[src/rtl/fdl_pkg.sv]
//------------------------------------------------------------------------------
// fdl_pkg: shared types and constants of the filtered derivative lowpass
// Field widths, datapath widths, step limits, register indexes, the
// sequencer and divider state types and the divider control structs.
//------------------------------------------------------------------------------
`default_nettype none

package fdl_pkg;

  // Stream field widths
  localparam int unsigned TICK_W     = 32;
  localparam int unsigned DATA_W     = 32;
  localparam int unsigned IN_TDATA_W = 96;
  localparam int unsigned CFG_W      = 16;
  localparam int unsigned CFG_IDX_W  = 1;

  // Step time limits in milliseconds
  localparam int unsigned MAX_STEP_MS      = 500;
  localparam int unsigned FALLBACK_STEP_MS = 1;

  // Datapath widths
  localparam int unsigned T_W     = 16;          // step time
  localparam int unsigned COEF_W  = 18;          // 2D - T, signed
  localparam int unsigned DEN_W   = 18;          // 2D + T, F + T
  localparam int unsigned LDEN_W  = 17;          // F + T
  localparam int unsigned DIFF_W  = DATA_W + 1;  // position difference
  localparam int unsigned MUL_A_W = 18;
  localparam int unsigned MUL_B_W = 34;
  localparam int unsigned MUL_P_W = MUL_A_W + MUL_B_W;
  localparam int unsigned ACC_W   = 68;          // numerator accumulator
  localparam int unsigned DRV_W   = 51;          // unsaturated derivative
  localparam int unsigned SPLIT_W = 26;          // low half of derivative
  localparam int unsigned QUO_W   = 52;          // divider quotient bits

  // Divider step counts
  localparam int unsigned DIV_LONG_STEPS  = QUO_W;
  localparam int unsigned DIV_SHORT_STEPS = 32;
  localparam int unsigned DIV_CNT_W       = $clog2(DIV_LONG_STEPS);

  // Constants
  localparam logic signed [MUL_A_W-1:0] DERIV_GAIN = MUL_A_W'(2000);
  localparam logic [CFG_W-1:0] SMOOTH_RST = CFG_W'(10);
  localparam logic [CFG_W-1:0] DERIV_RST  = CFG_W'(10);
  localparam logic [DATA_W-1:0] VEL_MAX = {1'b0, {(DATA_W-1){1'b1}}};
  localparam logic [DATA_W-1:0] VEL_MIN = {1'b1, {(DATA_W-1){1'b0}}};

  // Register indexes
  localparam logic [CFG_IDX_W-1:0] CFG_SMOOTH_TIME = 1'b0;
  localparam logic [CFG_IDX_W-1:0] CFG_DERIV_TIME  = 1'b1;

  // Sequencer states
  typedef enum logic [3:0] {
    S_IDLE, S_STEP, S_COEF, S_MUL_A, S_MUL_B, S_MUL_C, S_DIV1, S_WAIT1,
    S_MUL_D, S_MUL_E, S_MUL_F, S_MUL_G, S_DIV2, S_WAIT2, S_OUT
  } seq_state_t;

  // Divider states
  typedef enum logic [2:0] {
    DV_IDLE, DV_ABS, DV_SPLIT, DV_RUN, DV_FIX
  } div_state_t;

  // Divider request and status
  typedef struct packed {
    logic start;
    logic short_q;   // 32 quotient bits with overflow check
  } div_ctl_t;

  typedef struct packed {
    logic done;
    logic ovf;
  } div_sts_t;

endpackage

`default_nettype wire

[src/rtl/fdl_mul.sv]
//------------------------------------------------------------------------------
// fdl_mul: shared signed multiplier
// One 18 x 34 signed product per cycle, registered at the output.
//------------------------------------------------------------------------------
`default_nettype none

module fdl_mul (
  input  logic                                 clk,
  input  logic signed [fdl_pkg::MUL_A_W-1:0]   a,
  input  logic signed [fdl_pkg::MUL_B_W-1:0]   b,
  output logic signed [fdl_pkg::MUL_P_W-1:0]   p
);

  logic signed [fdl_pkg::MUL_P_W-1:0] p_r;

  // Register the full-width product
  always_ff @(posedge clk) begin
    p_r <= a * b;
  end

  assign p = p_r;

endmodule

`default_nettype wire

[src/rtl/fdl_div.sv]
//------------------------------------------------------------------------------
// fdl_div: serial rounding divider
// Signed numerator over an unsigned divisor, rounded to nearest with ties
// away from zero, one restoring quotient bit per cycle. The short mode
// forms 32 quotient bits and flags a quotient that does not fit.
//------------------------------------------------------------------------------
`default_nettype none

module fdl_div (
  input  logic                                clk,
  input  logic                                rst_n,
  input  fdl_pkg::div_ctl_t                   ctl,
  input  logic signed [fdl_pkg::ACC_W-1:0]    num,
  input  logic [fdl_pkg::DEN_W-1:0]           den,
  output logic signed [fdl_pkg::QUO_W:0]      quo,
  output fdl_pkg::div_sts_t                   sts
);

  localparam int unsigned M_W  = fdl_pkg::ACC_W + 1;
  localparam int unsigned HI_W = M_W - fdl_pkg::DIV_SHORT_STEPS;

  fdl_pkg::div_state_t state_r, state_nxt;

  logic [M_W-1:0]                 m_r;
  logic                           neg_r;
  logic                           short_r;
  logic [fdl_pkg::DEN_W-1:0]      den_r;
  logic [fdl_pkg::DEN_W-1:0]      rem_r;
  logic [fdl_pkg::QUO_W-1:0]      low_r;
  logic [fdl_pkg::DIV_CNT_W-1:0]  cnt_r;
  logic                           ovf_r;
  logic                           done_r;
  logic signed [fdl_pkg::QUO_W:0] quo_r;

  logic [HI_W-1:0]                hi;
  logic [fdl_pkg::DEN_W:0]        trial;
  logic [fdl_pkg::DEN_W+1:0]      sub;
  logic                           qbit;

  // Next state
  always_comb begin
    state_nxt = state_r;
    case (state_r)
      fdl_pkg::DV_IDLE:  if (ctl.start) state_nxt = fdl_pkg::DV_ABS;
      fdl_pkg::DV_ABS:   state_nxt = fdl_pkg::DV_SPLIT;
      fdl_pkg::DV_SPLIT: state_nxt = fdl_pkg::DV_RUN;
      fdl_pkg::DV_RUN:   if (cnt_r == '0) state_nxt = fdl_pkg::DV_FIX;
      fdl_pkg::DV_FIX:   state_nxt = fdl_pkg::DV_IDLE;
      default:           state_nxt = fdl_pkg::DV_IDLE;
    endcase
  end

  // Outputs
  always_comb begin
    sts.done = done_r;
    sts.ovf  = ovf_r;
    quo      = quo_r;
  end

  // Top bits of the rounded magnitude that seed the remainder
  always_comb begin
    if (short_r) begin
      hi = m_r[M_W-1:fdl_pkg::DIV_SHORT_STEPS];
    end else begin
      hi = HI_W'(m_r[M_W-1:fdl_pkg::QUO_W]);
    end
  end

  // One restoring step
  always_comb begin
    trial = {rem_r, low_r[fdl_pkg::QUO_W-1]};
    sub   = {1'b0, trial} - {2'b00, den_r};
    qbit  = ~sub[fdl_pkg::DEN_W+1];
  end

  // Control state
  always_ff @(posedge clk) begin
    if (!rst_n) begin
      state_r <= fdl_pkg::DV_IDLE;
      done_r  <= 1'b0;
    end else begin
      state_r <= state_nxt;
      done_r  <= (state_r == fdl_pkg::DV_FIX);
    end
  end

  // Datapath
  always_ff @(posedge clk) begin
    case (state_r)
      fdl_pkg::DV_IDLE: begin
        if (ctl.start) begin
          m_r     <= M_W'(num);
          neg_r   <= num[fdl_pkg::ACC_W-1];
          short_r <= ctl.short_q;
          den_r   <= den;
        end
      end
      // Magnitude plus half the divisor: negate by invert and add one
      fdl_pkg::DV_ABS: begin
        m_r <= (neg_r ? ~m_r : m_r) + M_W'(den_r >> 1) + M_W'(neg_r);
      end
      fdl_pkg::DV_SPLIT: begin
        ovf_r <= (hi >= HI_W'(den_r));
        rem_r <= hi[fdl_pkg::DEN_W-1:0];
        if (short_r) begin
          low_r <= {m_r[fdl_pkg::DIV_SHORT_STEPS-1:0],
                    {(fdl_pkg::QUO_W-fdl_pkg::DIV_SHORT_STEPS){1'b0}}};
          cnt_r <= fdl_pkg::DIV_CNT_W'(fdl_pkg::DIV_SHORT_STEPS - 1);
        end else begin
          low_r <= m_r[fdl_pkg::QUO_W-1:0];
          cnt_r <= fdl_pkg::DIV_CNT_W'(fdl_pkg::DIV_LONG_STEPS - 1);
        end
      end
      // Shift in one quotient bit, keep the remainder below the divisor
      fdl_pkg::DV_RUN: begin
        rem_r <= qbit ? sub[fdl_pkg::DEN_W-1:0] : trial[fdl_pkg::DEN_W-1:0];
        low_r <= {low_r[fdl_pkg::QUO_W-2:0], qbit};
        cnt_r <= cnt_r - 1'b1;
      end
      // Restore the sign
      fdl_pkg::DV_FIX: begin
        quo_r <= neg_r ? -$signed({1'b0, low_r}) : $signed({1'b0, low_r});
      end
      default: ;
    endcase
  end

endmodule

`default_nettype wire

[src/rtl/filtered_derivative_lowpass_top.sv]
//------------------------------------------------------------------------------
// filtered_derivative_lowpass_top: filtered derivative with lowpass smoothing
// Tustin filtered derivative of a Q16.16 position followed by a first-order
// lowpass, saturated to 32 bits.
//------------------------------------------------------------------------------
// Each input beat carries a millisecond tick, a Q16.16 position and the
// previous Q16.16 velocity; the block answers with one saturated velocity
// beat. The step time is the wrapping tick difference, replaced by 1 ms when
// above 500 ms. One item is handled at a time: in_tready drops at the
// accepting edge and returns once the result beat is taken. A divide is
// skipped when its denominator, 2*deriv_time_ms + T or smooth_time_ms + T,
// is zero. The single serial divider produces one quotient bit per cycle:
// 52 bits for the derivative and 32 for the lowpass; all products go
// through one shared 18 x 34 multiplier. Configuration writes take effect
// at once and are meant for idle periods only.
//------------------------------------------------------------------------------
`default_nettype none

module filtered_derivative_lowpass_top (
  input  logic                               clk,
  input  logic                               rst_n,
  // in_tdata: tick_ms [31:0], position [63:32], last_velocity [95:64]
  input  logic                               in_tvalid,
  output logic                               in_tready,
  input  logic [fdl_pkg::IN_TDATA_W-1:0]     in_tdata,
  // out_tdata: velocity [31:0]
  output logic                               out_tvalid,
  input  logic                               out_tready,
  output logic [fdl_pkg::DATA_W-1:0]         out_tdata,
  input  logic                               cfg_we,
  input  logic [fdl_pkg::CFG_IDX_W-1:0]      cfg_index,
  input  logic [fdl_pkg::CFG_W-1:0]          cfg_wdata
);

  fdl_pkg::seq_state_t state_r, state_nxt;

  // Configuration
  logic [fdl_pkg::CFG_W-1:0] ftime_r;
  logic [fdl_pkg::CFG_W-1:0] dtime_r;

  // Stored state
  logic [fdl_pkg::TICK_W-1:0]        last_tick_r;
  logic signed [fdl_pkg::DATA_W-1:0] last_pos_r;
  logic signed [fdl_pkg::DATA_W-1:0] last_out_r;

  // Item and working registers
  logic [fdl_pkg::TICK_W-1:0]        tick_r;
  logic signed [fdl_pkg::DATA_W-1:0] pos_r;
  logic signed [fdl_pkg::DATA_W-1:0] vel_r;
  logic [fdl_pkg::T_W-1:0]           t_r;
  logic signed [fdl_pkg::COEF_W-1:0] c_r;
  logic [fdl_pkg::DEN_W-1:0]         den1_r;
  logic [fdl_pkg::LDEN_W-1:0]        lden_r;
  logic signed [fdl_pkg::DIFF_W-1:0] diff_r;
  logic signed [fdl_pkg::ACC_W-1:0]  acc_r;
  logic signed [fdl_pkg::DRV_W-1:0]  drv_r;
  logic [fdl_pkg::DATA_W-1:0]        res_r;

  logic [fdl_pkg::TICK_W-1:0]         dt;
  logic signed [fdl_pkg::MUL_A_W-1:0] mul_a;
  logic signed [fdl_pkg::MUL_B_W-1:0] mul_b;
  logic signed [fdl_pkg::MUL_P_W-1:0] prod;
  logic signed [fdl_pkg::ACC_W-1:0]   prod_x;
  fdl_pkg::div_ctl_t                  div_ctl;
  fdl_pkg::div_sts_t                  div_sts;
  logic [fdl_pkg::DEN_W-1:0]          div_den;
  logic signed [fdl_pkg::QUO_W:0]     quo;
  logic                               commit;
  logic [fdl_pkg::DATA_W-1:0]         res_nxt;

  // Clamp a wide signed value to the 32-bit range
  function automatic logic [fdl_pkg::DATA_W-1:0] sat32(
    input logic signed [fdl_pkg::QUO_W:0] v
  );
    logic [fdl_pkg::QUO_W-fdl_pkg::DATA_W+1:0] top;
    top = v[fdl_pkg::QUO_W:fdl_pkg::DATA_W-1];
    if ((&top) || !(|top)) begin
      return v[fdl_pkg::DATA_W-1:0];
    end
    return v[fdl_pkg::QUO_W] ? fdl_pkg::VEL_MIN : fdl_pkg::VEL_MAX;
  endfunction

  fdl_mul u_mul (
    .clk (clk),
    .a   (mul_a),
    .b   (mul_b),
    .p   (prod)
  );

  fdl_div u_div (
    .clk   (clk),
    .rst_n (rst_n),
    .ctl   (div_ctl),
    .num   (acc_r),
    .den   (div_den),
    .quo   (quo),
    .sts   (div_sts)
  );

  assign prod_x = fdl_pkg::ACC_W'(prod);
  assign dt     = tick_r - last_tick_r;

  // Next state
  always_comb begin
    state_nxt = state_r;
    case (state_r)
      fdl_pkg::S_IDLE:  if (in_tvalid) state_nxt = fdl_pkg::S_STEP;
      fdl_pkg::S_STEP:  state_nxt = fdl_pkg::S_COEF;
      fdl_pkg::S_COEF:  state_nxt = fdl_pkg::S_MUL_A;
      fdl_pkg::S_MUL_A: state_nxt = fdl_pkg::S_MUL_B;
      fdl_pkg::S_MUL_B: state_nxt = fdl_pkg::S_MUL_C;
      fdl_pkg::S_MUL_C: state_nxt = fdl_pkg::S_DIV1;
      fdl_pkg::S_DIV1: begin
        state_nxt = (den1_r == '0) ? fdl_pkg::S_MUL_D : fdl_pkg::S_WAIT1;
      end
      fdl_pkg::S_WAIT1: if (div_sts.done) state_nxt = fdl_pkg::S_MUL_D;
      fdl_pkg::S_MUL_D: state_nxt = fdl_pkg::S_MUL_E;
      fdl_pkg::S_MUL_E: state_nxt = fdl_pkg::S_MUL_F;
      fdl_pkg::S_MUL_F: state_nxt = fdl_pkg::S_MUL_G;
      fdl_pkg::S_MUL_G: state_nxt = fdl_pkg::S_DIV2;
      fdl_pkg::S_DIV2: begin
        state_nxt = (lden_r == '0) ? fdl_pkg::S_OUT : fdl_pkg::S_WAIT2;
      end
      fdl_pkg::S_WAIT2: if (div_sts.done) state_nxt = fdl_pkg::S_OUT;
      fdl_pkg::S_OUT:   if (out_tready) state_nxt = fdl_pkg::S_IDLE;
      default:          state_nxt = fdl_pkg::S_IDLE;
    endcase
  end

  // Handshakes, multiplier operands and divider requests
  always_comb begin
    in_tready  = 1'b0;
    out_tvalid = 1'b0;
    mul_a      = '0;
    mul_b      = '0;
    div_ctl    = '0;
    div_den    = den1_r;
    case (state_r)
      fdl_pkg::S_IDLE: in_tready = 1'b1;
      // (2D - T) * last_velocity
      fdl_pkg::S_MUL_A: begin
        mul_a = c_r;
        mul_b = fdl_pkg::MUL_B_W'(vel_r);
      end
      // 2000 * position difference
      fdl_pkg::S_MUL_B: begin
        mul_a = fdl_pkg::DERIV_GAIN;
        mul_b = fdl_pkg::MUL_B_W'(diff_r);
      end
      fdl_pkg::S_DIV1: div_ctl.start = (den1_r != '0);
      // F * last output
      fdl_pkg::S_MUL_D: begin
        mul_a = $signed({2'b00, ftime_r});
        mul_b = fdl_pkg::MUL_B_W'(last_out_r);
      end
      // T * derivative, low half then high half
      fdl_pkg::S_MUL_E: begin
        mul_a = $signed({2'b00, t_r});
        mul_b = $signed({{(fdl_pkg::MUL_B_W-fdl_pkg::SPLIT_W){1'b0}},
                         drv_r[fdl_pkg::SPLIT_W-1:0]});
      end
      fdl_pkg::S_MUL_F: begin
        mul_a = $signed({2'b00, t_r});
        mul_b = fdl_pkg::MUL_B_W'($signed(drv_r[fdl_pkg::DRV_W-1:fdl_pkg::SPLIT_W]));
      end
      fdl_pkg::S_DIV2: begin
        div_ctl.start   = (lden_r != '0);
        div_ctl.short_q = 1'b1;
        div_den         = fdl_pkg::DEN_W'(lden_r);
      end
      fdl_pkg::S_OUT: out_tvalid = 1'b1;
      default: ;
    endcase
  end

  // Final result and the moment it is known
  always_comb begin
    commit  = 1'b0;
    res_nxt = sat32(quo);
    if (state_r == fdl_pkg::S_DIV2) begin
      commit  = (lden_r == '0);
      res_nxt = sat32((fdl_pkg::QUO_W+1)'(drv_r));
    end else if (state_r == fdl_pkg::S_WAIT2) begin
      commit = div_sts.done;
      if (div_sts.ovf) begin
        res_nxt = acc_r[fdl_pkg::ACC_W-1] ? fdl_pkg::VEL_MIN : fdl_pkg::VEL_MAX;
      end
    end
  end

  // Control state, configuration and stored samples
  always_ff @(posedge clk) begin
    if (!rst_n) begin
      state_r     <= fdl_pkg::S_IDLE;
      ftime_r     <= fdl_pkg::SMOOTH_RST;
      dtime_r     <= fdl_pkg::DERIV_RST;
      last_tick_r <= '0;
      last_pos_r  <= '0;
      last_out_r  <= '0;
    end else begin
      state_r <= state_nxt;
      if (cfg_we) begin
        case (cfg_index)
          fdl_pkg::CFG_SMOOTH_TIME: ftime_r <= cfg_wdata;
          fdl_pkg::CFG_DERIV_TIME:  dtime_r <= cfg_wdata;
          default: ;
        endcase
      end
      if (commit) begin
        last_tick_r <= tick_r;
        last_pos_r  <= pos_r;
        last_out_r  <= $signed(res_nxt);
      end
    end
  end

  // Datapath
  always_ff @(posedge clk) begin
    if (commit) begin
      res_r <= res_nxt;
    end
    case (state_r)
      fdl_pkg::S_IDLE: begin
        if (in_tvalid) begin
          tick_r <= in_tdata[fdl_pkg::TICK_W-1:0];
          pos_r  <= $signed(in_tdata[2*fdl_pkg::DATA_W-1:fdl_pkg::DATA_W]);
          vel_r  <= $signed(in_tdata[3*fdl_pkg::DATA_W-1:2*fdl_pkg::DATA_W]);
        end
      end
      // Step time with the long-step fallback
      fdl_pkg::S_STEP: begin
        if (dt > fdl_pkg::TICK_W'(fdl_pkg::MAX_STEP_MS)) begin
          t_r <= fdl_pkg::T_W'(fdl_pkg::FALLBACK_STEP_MS);
        end else begin
          t_r <= dt[fdl_pkg::T_W-1:0];
        end
      end
      // Coefficients, denominators and position difference
      fdl_pkg::S_COEF: begin
        c_r    <= $signed({1'b0, dtime_r, 1'b0}) - $signed({2'b00, t_r});
        den1_r <= {1'b0, dtime_r, 1'b0} + {2'b00, t_r};
        lden_r <= {1'b0, ftime_r} + {1'b0, t_r};
        diff_r <= fdl_pkg::DIFF_W'(pos_r) - fdl_pkg::DIFF_W'(last_pos_r);
      end
      fdl_pkg::S_MUL_B: acc_r <= prod_x;
      fdl_pkg::S_MUL_C: acc_r <= acc_r + prod_x;
      // Zero denominator gives a zero derivative
      fdl_pkg::S_DIV1: if (den1_r == '0) drv_r <= '0;
      fdl_pkg::S_WAIT1: if (div_sts.done) drv_r <= quo[fdl_pkg::DRV_W-1:0];
      fdl_pkg::S_MUL_E: acc_r <= prod_x;
      fdl_pkg::S_MUL_F: acc_r <= acc_r + prod_x;
      fdl_pkg::S_MUL_G: acc_r <= acc_r + (prod_x <<< fdl_pkg::SPLIT_W);
      default: ;
    endcase
  end

  assign out_tdata = res_r;

endmodule

`default_nettype wire

[config.mk]
export PLATFORM = sky130hd
export DESIGN_NAME = filtered_derivative_lowpass_top
export DESIGN_NICKNAME = d
export VERILOG_FILES = /design/src/rtl/fdl_pkg.sv /design/src/rtl/fdl_mul.sv /design/src/rtl/fdl_div.sv /design/src/rtl/filtered_derivative_lowpass_top.sv
export SDC_FILE = /design/constraint.sdc
export NUM_CORES = 2
export LEC_CHECK = 0
export ABC_AREA = 1
export BUFFER_PORTS_ARGS = -buffer_cell sky130_fd_sc_hd__buf_2
export CAP_MARGIN = 20
export CELL_PAD_IN_SITES_DETAIL_PLACEMENT = 0
export CELL_PAD_IN_SITES_GLOBAL_PLACEMENT = 1
export CORE_MARGIN = 2
export CORE_UTILIZATION = 40
export CTS_CLUSTER_SIZE = 28
export DETAILED_ROUTE_END_ITERATION = 7
export PLACE_DENSITY = 0.67
export SETUP_SLACK_MARGIN = 0.3
export SYNTH_ARGS = -nofsm -noshare
export SYNTH_HDL_FRONTEND = slang
export SYNTH_SLANG_ARGS = --single-unit
[constraint.sdc]
create_clock -name clk -period 11.5 [get_ports clk]
set_input_delay 0.575 -clock clk [delete_from_list [all_inputs] [get_ports clk]]
set_output_delay 0.575 -clock clk [all_outputs]
set_load 0.02 [all_outputs]
Yosys cells after proc, flatten, opt, wreduce, memory -nomap -nowiden:

Cells that the tools add are included.

* output and inout bits: 34
* word-level logic and storage cells: 151
* bits of input ports: 118
* register bits after elaboration: 756

* $lt $le $gt $ge: 2
* multipliers: 1
* bitwise operators: 3
* reductions and logical operators: 30
* equality and inequality tests: 25
* mux-type cells: 47
* add/subtract/negate cells: 12

Operators by type and width (number)
* $mux W32: 10
* $pmux W68 S3: 1
* $pmux W34 S5: 1
* $mux W69: 2
* $pmux W69 S2: 1
* $mux W52: 2
* $pmux W52 S2: 1
* $mux W51: 2
* $pmux W51 S2: 1
* $pmux W18 S4: 1
* $add A69 B1 Y69: 1
* $add A69 B17 Y69: 1
* $not A69 Y69: 1
* $add A68 B52 Y68: 1
* $add A68 B68 Y68: 1
* $pmux W4 S15: 1
* $neg A52 Y53: 1
* $mul A18 B34 Y52: 1
* $ge A37 B18 Y1: 1
* $mux W37: 1
* $pmux W18 S2: 1
* $sub A32 B32 Y33: 1
* $gt A32 B9 Y1 const B: 1
* $sub A32 B32 Y32: 1
* 44 further kinds: 84

Logic depth before layout (Yosys ltp):

* depth after elaboration: 8
* depth in mapped cells: 37
* depth with buffers taken out: 35

Modules after synthesis:

From an unflattened synthesis, not the netlist that was laid out.

* cell total of the unflattened synthesis: 10074
* area total of the unflattened synthesis: 74305.0 um^2

Modules (own cells, without submodules)
* filtered_derivative_lowpass_top: sequential area each 13092.6 um^2, times used 1, area an instance 33671.0 um^2, cells each 4585
* fdl_mul: sequential area each 1041.0 um^2, times used 1, area an instance 24295.8 um^2, cells each 3268
* fdl_div: sequential area each 6656.4 um^2, times used 1, area an instance 16338.2 um^2, cells each 2221

Least setup slack after synthesis:

OpenSTA, ideal clock, no wires.

* kind: register to register
* from: register state_r[2]
* to: register u_mul.p_r (netlist bit u_mul.p[51])
* arrival: 6610 ps
* path buffers: 3
* setup slack: 4762 ps
* required time: 11373 ps
* clock period less this slack: 6738 ps
* cell stages (with the launch flop): 27
* path through: dfxtp_1 > nor2_1 > inv_1 > nor2_1 > buf_2 > a221oi_1 > o21a_1 > buf_2 > buf_1 > nor2_1 > fa_1 > inv_1 > fa_1 > inv_1 > fa_1 > fa_1 > inv_1 > fa_1 > fa_1 > inv_1 > ha_1 > a21oi_1 > nor2_1 > o21ai_0 > nor3b_1 > o2111ai_1 > xor2_1

* word-level cells in the longest chain between the ends: 4
* elaborated cells on any way between the ends: 9
* classes of those cells: 1 x mul; 5 x eq/ne; 2 x mux; 1 x reduce/logical

Ends and longest elaborated chain
* from (decl): RTL line filtered_derivative_lowpass_top.sv:35 `fdl_pkg::seq_state_t state_r, state_nxt;`
* from (signal assigned): RTL line filtered_derivative_lowpass_top.sv:194 `state_r <= fdl_pkg::S_IDLE;`
* from (signal assigned): RTL line filtered_derivative_lowpass_top.sv:201 `state_r <= state_nxt;`
* $eq A4 B4 Y1: RTL line filtered_derivative_lowpass_top.sv:138 `case (state_r)`
* $reduce_or A2 Y1 (no line)
* $pmux W18 S4: RTL line filtered_derivative_lowpass_top.sv:138
* $mul A18 B34 Y52 (*): RTL line fdl_mul.sv:18 `p_r <= a * b;`
* to (signal assigned): RTL line fdl_mul.sv:18
* to (decl): RTL line fdl_mul.sv:14 `logic signed [fdl_pkg::MUL_P_W-1:0] p_r;`

Every way passes the cells marked *; elsewhere a longest branch is shown, timed or not.
A chain may end at the register's enable or synchronous reset.

Worst setup path in the final report:

* from: register state_r[1]
* to: register u_mul.p_r (netlist bit u_mul.p[44])

The elaborated chain is that of the path after synthesis.

==> impl_metrics.tcl <==
set metrics [dict create \
    status "complete, no violations" \
    tritoncts "yes" \
    gr-total-overflow 0 \
    holdPathStages 1 \
    cp-end-kind "flip-flop" \
    p_leak_nw 35.4 \
    cts_hold_buf 86 \
    synth.most_common_cell "nand2_1" \
    critPathLaunchType "flip-flop" \
    ys_types 64 \
    rr_endpoint "u_mul.p[44]$_DFF_P_" \
    crit_path_frequent_cell "inv_1" \
    synth_xor_area_frac 0.0405 \
    crit_family "adder cells" \
    regArea_um2 20800 \
    die-area_um2 178000 \
    setup_violations 0 \
    synth_top_family_by_area "adder cells" \
    synth_fa_ha_area_frac 0.238 \
    syn_area_per_cell_um2 7.84 \
    r2r-start "state_r[1]$_SDFFE_PN0P_" \
    fin_crit_sh 0.828 \
    fill_cells 17730 \
    multi_input_area_um2 42000 \
    synth_top_cell_by_area "edfxtp_1" \
    tightest_slew_ns 1.23 \
    grt_max_degree 96 \
    finClkSkew_ns 0.0337 \
    cts_root_buf "clkbuf_16" \
    period_minus_slack_ns 9.52 \
    ys_warn_count 0 \
    wire_per_inst_um 24.3 \
    cap_violations 0 \
    synth_common_cells "nand2_1, inv_1, nor2_1, fa_1, edfxtp_1" \
    top_level_ports 152 \
    worst-path-max-fanout 19 \
    drt-initial-drc-count 5817 \
    ys_seq_area_frac 0.298 \
    num-nets-final 10189 \
    start_util 0.402 \
    min_to "pos_r[24]$_DFFE_PP_" \
    grt_usage 0.310 \
    synth_mux_area_frac 0 \
    tns_ns 0 \
    fmax_ghz 0.105 \
    worstHoldPathType "in2reg" \
    path_class "reg2reg" \
    post-dp-hpwl_um 229000 \
    routed_wl_um 279000 \
    synthFlopType "edfxtp_1" \
    dpl_worst_slack_ns 2.10 \
    synthArstFlopShare 0 \
    required_ns 12.12 \
    syn_inst 8904 \
    grt_pass1_vias 61038 \
    first_pass_iters 6 \
    netlist_area_um2 69800 \
    vias 61104 \
    clkLatencyLatePin_ns 0.75 \
    setup_slack_ns 1.98 \
    maxSlewViolCount 0 \
    postCtsSetupRepairBufs 0 \
    min_from "in_tdata[56]" \
    crit_slowest_cell "a21oi_1" \
    cts.htree.levels 3 \
    synth_compound_area_frac 0.110 \
    clk_pin_slew_worst_paths_ns 0.06 \
    relSlewSlack 0.178 \
    numCtsBuffers 93 \
    synthToLayoutAreaGrowth_pct 10.8 \
    yosys.area_share.simple 0.211 \
    cts_sinks 755 \
    rows 153 \
    cts_max_path_buffers 3 \
    io_buffers 151 \
    cts_resized 0 \
    drc 0 \
    synth_edf_count 567 \
    power_density_nw_per_um2 99.0 \
    ir_drop_v 0.000129 \
    antenna_found_initial 17 \
    synth_top_area_frac 0.244 \
    arrival_ns 10.14 \
    antenna_left 0 \
    avgViaCountPerCell 5.31 \
    critical_path_buf_inv_count 9 \
    die_w_um 422 \
    die_h_um 422 \
    hold_viol_final 0 \
    fp.coreArea_um2 174000 \
    gp_congestion 0.986 \
    grt_pass1_wl_um 408000 \
    yosys-top-cells-area "edfxtp_1, fa_1, nand2_1" \
    max_stage_delay_ns 0.95 \
    rr_worst_depth 30 \
    postSynthRegisterBits 755 \
    rsz0062_at_grt "no" \
    drive_gt1_frac 0.0519 \
    reg2reg_slack_ns 1.98 \
]
[state kept, by name, indices dropped and copies added (netlist names), 6 cells and up]
signal	count
u_div.low_r	52
c_r	18
den1_r	17
ftime_r	16
u_div.rem_r	18
pos_r	32
u_div.cnt_r	6
out_tdata	32
u_div.m_r	69
u_mul.p	52
drv_r	51
last_tick_r	32
t_r	16
tick_r	32
u_div.den_r	18
u_div.quo	53
diff_r	33
last_out_r	32
last_pos_r	32
dtime_r	16
lden_r	17
vel_r	32
acc_r	68
[per-layer routing]
layer | wire length, um | part of all wire | track usage
met5 | 34 | 0.00012 | 0
met4 | 10800 | 0.039 | 0.104
met3 | 21900 | 0.079 | 0.0665
met2 | 126000 | 0.45 | 0.497
met1 | 120000 | 0.43 | 0.416
[cell type report]
| class | instances | share of cell area |
|---|---|---|
| Timing Repair Buffer | 318 | 0.0294 |
| Inverter | 1651 | 0.0801 |
| Clock inverter | 43 | 0.00742 |
| Antenna cell | 5 | 0.000162 |
| Multi-Input combinational cell | 6273 | 0.543 |
| Sequential cell | 755 | 0.269 |
| Tap cell | 2325 | 0.0376 |
| Clock buffer | 132 | 0.0340 |
[how the worst max path moves through the flow]
stage | from | end | slack (ns) | cells past startpoint
after floorplan | state_r[2]$_SDFFE_PN0P_ | u_mul.p[51]$_DFF_P_ | 4.76 | 26
after global placement | state_r[1]$_SDFFE_PN0P_ | u_mul.p[44]$_DFF_P_ | 1.87 | 30
after detailed placement | state_r[1]$_SDFFE_PN0P_ | u_mul.p[44]$_DFF_P_ | 2.10 | 30
after CTS | state_r[1]$_SDFFE_PN0P_ | u_mul.p[44]$_DFF_P_ | 2.07 | 30
after global routing | state_r[1]$_SDFFE_PN0P_ | u_mul.p[44]$_DFF_P_ | 1.64 | 30
final | state_r[1]$_SDFFE_PN0P_ | u_mul.p[44]$_DFF_P_ | 1.98 | 30
[per-stage QoR]
step                       util  cell area [um^2]  power, W  hold slack (ns)  cells
final                     0.446             77400   0.00766           0.0659  11502
after global placement    0.422             73200   0.00456            0.447  11231
after floorplan               -             69900   0.00405            0.435   8910
after CTS                 0.446             77400   0.00772         0.000474  11496
after global routing      0.446             77400   0.00796           0.0298  11498
after detailed placement  0.422             73300   0.00456            0.454  11235
[placed cells by master, fill, tap and decap left out, types with 11 or more instances in the layout]
| cell type | n |
|---|---|
| buf_4 | 79 |
| o21ai_1 | 12 |
| nand3_1 | 353 |
| inv_2 | 11 |
| clkbuf_16 | 94 |
| a221oi_1 | 22 |
| edfxtp_1 | 567 |
| xor2_1 | 208 |
| o21bai_1 | 56 |
| dfxtp_1 | 188 |
| nor3_1 | 71 |
| buf_2 | 150 |
| clkbuf_1 | 24 |
| nand3b_1 | 27 |
| a21o_1 | 34 |
| ha_1 | 396 |
| o22ai_1 | 31 |
| clkinv_1 | 17 |
| nand4_1 | 68 |
| nor2_2 | 13 |
| nor2_1 | 995 |
| a21boi_0 | 15 |
| o21ai_0 | 495 |
| o211ai_1 | 45 |
| dlygate4sd3_1 | 86 |
| a21oi_1 | 517 |
| inv_1 | 1626 |
| xnor2_1 | 111 |
| o21a_1 | 26 |
| or2_2 | 30 |
| nor4_1 | 57 |
| fa_1 | 583 |
| nand2_1 | 1947 |
| clkbuf_8 | 14 |
| a31oi_1 | 34 |
| clkinv_2 | 13 |
| o221ai_1 | 21 |
[cell families (layout without fill, tap and decap cells)]
family                     count (synthesis)  in the layout
other                                      1             12
xor gates and xnor gates                 321            321
AOI/OAI and AO/OA                       1360           1360
DFF                                      755            755
adders and majority gates                979            979
buffers and inverters                   1882           2144
and+or+nand+nor                         3606           3606
[power by group]
group          internal [W]  leakage [nW]  switching [W]
combinational      0.000388          27.2       0.000896
clock               0.00183          1.56        0.00128
sequential          0.00311          6.62       0.000152
total               0.00533          35.4        0.00233
No activity file was read; power rests on OpenSTA's default activity.
